$ cat src/rtl/core/kst_pkg.sv
`timescale 1ns / 1ps
package kst_pkg;

    localparam int CAPACITY = 64;
    localparam int SLOT_W   = $clog2(CAPACITY);
    localparam int CNT_W    = $clog2(CAPACITY + 1);
    localparam int KIND_W   = 3;
    localparam int KEY_W    = 32;
    localparam int PAY_W    = 32;

    typedef enum logic [KIND_W-1:0] {
        KIND_ADD    = 3'd0,
        KIND_FIND   = 3'd1,
        KIND_REMOVE = 3'd2,
        KIND_READ   = 3'd3,
        KIND_CLEAR  = 3'd4
    } t_kind;

    // Input beat
    typedef struct packed {
        logic [KIND_W-1:0] kind;
        logic [KEY_W-1:0]  key;
        logic [PAY_W-1:0]  payload;
        logic [SLOT_W-1:0] index;
    } t_in;

    // Result beat
    typedef struct packed {
        logic              ok;
        logic [SLOT_W-1:0] slot;
        logic [KEY_W-1:0]  key_out;
        logic [PAY_W-1:0]  payload_out;
        logic [CNT_W-1:0]  slot_count;
    } t_out;

    // Controller states
    typedef enum logic [2:0] {
        S_IDLE,
        S_SCAN,
        S_FETCH,
        S_RESOLVE,
        S_DONE
    } t_state;

    // Controller to datapath
    typedef struct packed {
        logic load;
        logic scan;
        logic fetch;
        logic commit;
        logic out_load;
    } t_dp_cmd;

    // Datapath to controller
    typedef struct packed {
        logic in_is_scan;
        logic scan_done;
        logic out_free;
    } t_dp_sts;

endpackage

$ cat src/rtl/core/kst_ctrl.sv
`timescale 1ns / 1ps
module kst_ctrl (
    input  logic             i_clk,
    input  logic             i_rst_n,
    input  logic             i_in_valid,
    input  kst_pkg::t_dp_sts i_sts,
    output logic             o_in_ready,
    output kst_pkg::t_dp_cmd o_cmd
);
    import kst_pkg::*;

    t_state r_state, n_state;

    // state register
    always_ff @(posedge i_clk) begin
        if (!i_rst_n) begin
            r_state <= S_IDLE;
        end else begin
            r_state <= n_state;
        end
    end

    // next state
    always_comb begin
        n_state = r_state;
        unique case (r_state)
            S_IDLE: begin
                if (i_in_valid) begin
                    n_state = i_sts.in_is_scan ? S_SCAN : S_FETCH;
                end
            end
            S_SCAN: begin
                if (i_sts.scan_done) begin
                    n_state = S_DONE;
                end
            end
            S_FETCH:   n_state = S_RESOLVE;
            S_RESOLVE: n_state = S_DONE;
            S_DONE: begin
                if (i_sts.out_free) begin
                    n_state = S_IDLE;
                end
            end
            default:   n_state = S_IDLE;
        endcase
    end

    // outputs
    always_comb begin
        o_in_ready = 1'b0;
        o_cmd      = '0;
        unique case (r_state)
            S_IDLE: begin
                o_in_ready = 1'b1;
                o_cmd.load = i_in_valid;
            end
            S_SCAN: begin
                o_cmd.commit = i_sts.scan_done;
                o_cmd.scan   = !i_sts.scan_done;
            end
            S_FETCH:   o_cmd.fetch  = 1'b1;
            S_RESOLVE: o_cmd.commit = 1'b1;
            S_DONE:    o_cmd.out_load = i_sts.out_free;
            default: ;
        endcase
    end

endmodule

$ cat config.mk
export PLATFORM = sky130hd
export DESIGN_NAME = kst_ctrl
export DESIGN_NICKNAME = d
export VERILOG_FILES = /design/src/rtl/core/kst_pkg.sv /design/src/rtl/core/kst_ctrl.sv
export SDC_FILE = /design/constraint.sdc
export NUM_CORES = 1
export LEC_CHECK = 0
export ABC_AREA = 0
export BUFFER_PORTS_ARGS = -buffer_cell sky130_fd_sc_hd__buf_2
export CAP_MARGIN = 20
export CORE_AREA = 8 8 45 47
export CTS_CLUSTER_SIZE = 24
export DETAILED_ROUTE_END_ITERATION = 6
export DIE_AREA = 0 0 53 55
export HOLD_SLACK_MARGIN = 0.05
export SETUP_SLACK_MARGIN = 0.15
export SLEW_MARGIN = 20
export SYNTH_ARGS = -nofsm -noshare
export SYNTH_HDL_FRONTEND = slang
export SYNTH_SLANG_ARGS = --single-unit
$ cat constraint.sdc
create_clock -name i_clk -period 1.1 [get_ports i_clk]
set_input_delay 0.165 -clock i_clk [delete_from_list [all_inputs] [get_ports i_clk]]
set_output_delay 0.165 -clock i_clk [all_outputs]
set_load 0.05 [all_outputs]
==> impl_metrics.env <==
export IMPL_status="finished with violations"
export IMPL_violations="setup timing"
export IMPL_finClkSkew_ns=0.001074
export IMPL_synth_seq_cells=3
export IMPL_p_sw_share_pct=36.18
export IMPL_gp_congestion=0.6627
export IMPL_clk_pin_slew_worst_paths_ns=0.04
export IMPL_vias=220
export IMPL_hold_path_class="input pin to flop"
export IMPL_power_frac_comb_pct=43.1
export IMPL_core_area_um2=1384
export IMPL_end_kind="primary output"
export IMPL_finalInstanceArea_um2=415.4
export IMPL_drv_slew=0
export IMPL_netlist_area_um2=173.9
export IMPL_fill_cells=151
export IMPL_max_freq_ghz=0.8042
export IMPL_cts_htree_levels=1
export IMPL_dieWidth_um=53
export IMPL_dp_hpwl_um=431.4
export IMPL_powerDensity_nw_per_um2=1424
export IMPL_finalSetupViolations=6
export IMPL_dp_slack_ns=-0.02438
export IMPL_synthesis_nets=27
export IMPL_wl_per_cell_um=9.545
export IMPL_first_pass_iters=2
export IMPL_leakage_nw=0.1714
export IMPL_maxSlewHeadroom_pct=80.72
export IMPL_crit_arrival_ns=1.08
export IMPL_layout_drive_gt1_share_pct=79.49
export IMPL_grt_start_max_net_pins=8
export IMPL_antenna_diode_count=0
export IMPL_place_area_um2=315.3
export IMPL_clock_sinks=3
export IMPL_grt_pass1_wl_um=800
export IMPL_insertion_delay_ns=0.23
export IMPL_fin_setup_tns_ns=-0.6724
export IMPL_wl_um=525
export IMPL_grt_pass1_vias=218
export IMPL_synth_top_family_by_area="simple AND/OR/NAND/NOR gates"
export IMPL_finalCritPeriodShare_pct=113.0
export IMPL_grt_usage_pct=3.882
export IMPL_die_height_um=55
export IMPL_seq_area_frac_synth_pct=34.53
export IMPL_largest_register_ffs=3
export IMPL_fin_nets=46
export IMPL_fp_dieArea_um2=2915
export IMPL_top_regs="r_state (3)"
export IMPL_cts_max_path_buffers=2
export IMPL_finalPower_mw=0.5914
export IMPL_power_switching_mw=0.2140
export IMPL_max_flop_register="r_state"
export IMPL_synth_simple_area_share_pct=48.92
export IMPL_p_clk_share_pct=32.1
export IMPL_worst_setup_path_start_kind="flop"
export IMPL_max_cap_violations=0
export IMPL_layout_setup_ws_ns=-0.1434
export IMPL_clock_root_buffer="clkbuf_4"
export IMPL_grt_overflow=0
export IMPL_seqPwrFrac_pct=24.8
export IMPL_ant_nets=0
export IMPL_area_growth_pct=138.8
export IMPL_yosysWarnings=0
export IMPL_antenna_found_initial=0
export IMPL_critPathMaxFanout=7
export IMPL_synth_compound_area_share_pct=14.39
export IMPL_start_util_pct=12.57
export IMPL_peakVddDrop_v=0.0006729
export IMPL_period_needed_ns=1.243
export IMPL_cts_buffers_inserted=3
export IMPL_critPathKind="flop to primary output"
export IMPL_cts_tree="done"
export IMPL_hold_viol=0
export IMPL_cp_required_ns=0.94
export IMPL_ys_types=15
export IMPL_fin_cells=55
export IMPL_final_cell_mix="5 x buf_2, 4 x buf_8, 3 x clkbuf_4, 3 x buf_6, 3 x dfxtp_4"
export IMPL_placed_cells=50
export IMPL_synth_avg_cell_area_um2=8.282
export IMPL_initialDrtViolationCount=1
export IMPL_portBuffers=11
export IMPL_muxShareOfSynthArea_pct=0
export IMPL_via_per_inst=4.000
export IMPL_rsz0062_at_grt="true"
export IMPL_netlist_instances=21
export IMPL_synth_fa_ha_area_share_pct=0
export IMPL_ios=12
export IMPL_synth_xor_area_share_pct=0
export IMPL_drc=0
export IMPL_final_common_cell="buf_2"
export IMPL_num_rows=14
export IMPL_worstMarginPinSlew_ns=0.2851
export IMPL_intPower_mw=0.3774
-- cell type report --
class	count	area [µm²]	share of cell area, %
Multi-Input combinational cell	17	160.2	38.55
Timing Repair Buffer	14	133.9	32.23
Sequential cell	3	71.32	17.17
Tap cell	16	20.02	4.819
Inverter	1	3.754	0.9036
Clock buffer	4	26.28	6.325
-- worst max-delay path, stage by stage (launching register included) --
cell and delay, ns:
dfxtp_4 0.37, nor3_4 0.17, and2_4 0.17, buf_8 0.14
-- logic make-up after synthesis --
| family | count (synthesis) |
|---|---|
| and+or+nand+nor | 14 |
| DFF | 3 |
| AOI/OAI and AO/OA | 3 |
| buffers and inverters | 1 |
-- metrics by stage --
step           util [%]  hold WS, ns
6_report          30.02       0.1552
5_1_grt           30.02       0.1715
4_1_cts           29.75       0.1514
3_5_place_dp      22.78       0.3936
3_3_place_gp      22.78       0.3873
2_1_floorplan         -       0.2827
-- per-layer routing --
metal	up-vias	track usage, %	wire length (µm)
li1	111	-	-
met1	99	3.653	216
met2	10	5.859	240
met3	0	3.743	68
met4	0	1.293	0
met5	-	0	0
-- worst paths after layout --
| kind | from | endpoint | slack (ns) | cells after the start |
|---|---|---|---|---|
| setup reg to reg | r_state[0]$_SDFFE_PN0P_ | r_state[2]$_SDFFE_PN0P_ | 0.17 | 2 |
| hold / removal | i_rst_n | r_state[2]$_SDFFE_PN0P_ | 0.16 | 2 |
| hold reg to reg | r_state[0]$_SDFFE_PN0P_ | r_state[1]$_SDFFE_PN0P_ | 0.50 | 1 |
| setup / recovery | r_state[1]$_SDFFE_PN0P_ | o_cmd[4] | -0.14 | 3 |
-- Yosys cell counts --
cell type | count | area [µm²]
a211oi_2 | 1 | 12.51
a21oi_1 | 1 | 5.000
and2_1 | 1 | 6.260
and3_1 | 1 | 6.260
dfxtp_1 | 3 | 60.06
inv_1 | 1 | 3.750
nand2_1 | 1 | 3.750
nand2b_1 | 2 | 12.51
nor2_1 | 1 | 3.750
nor2_2 | 2 | 12.51
nor2b_2 | 1 | 8.760
nor3_1 | 3 | 15.01
nor3b_1 | 1 | 7.510
nor4b_1 | 1 | 8.760
o21a_1 | 1 | 7.510
-- power groups by stage --
stage	Combinational, mW	Clock, mW	Sequential, mW
finish	0.255	0.190	0.146
global placement	0.200	0	0.149
floorplan	0.149	0	0.145
CTS	0.255	0.201	0.147
global route	0.269	0.209	0.148
detailed placement	0.199	0	0.149
-- timing repair --
action / 4_1_cts / 5_1_grt
cloned: 0 / 0
hold buffers: 0 / 0
pin swaps: 3 / 1
gates resized for setup: 20 / 1
setup endpoints to repair: 7 / 7
buffers inserted: 1 / 0
Power figures use the tool's default switching activity.
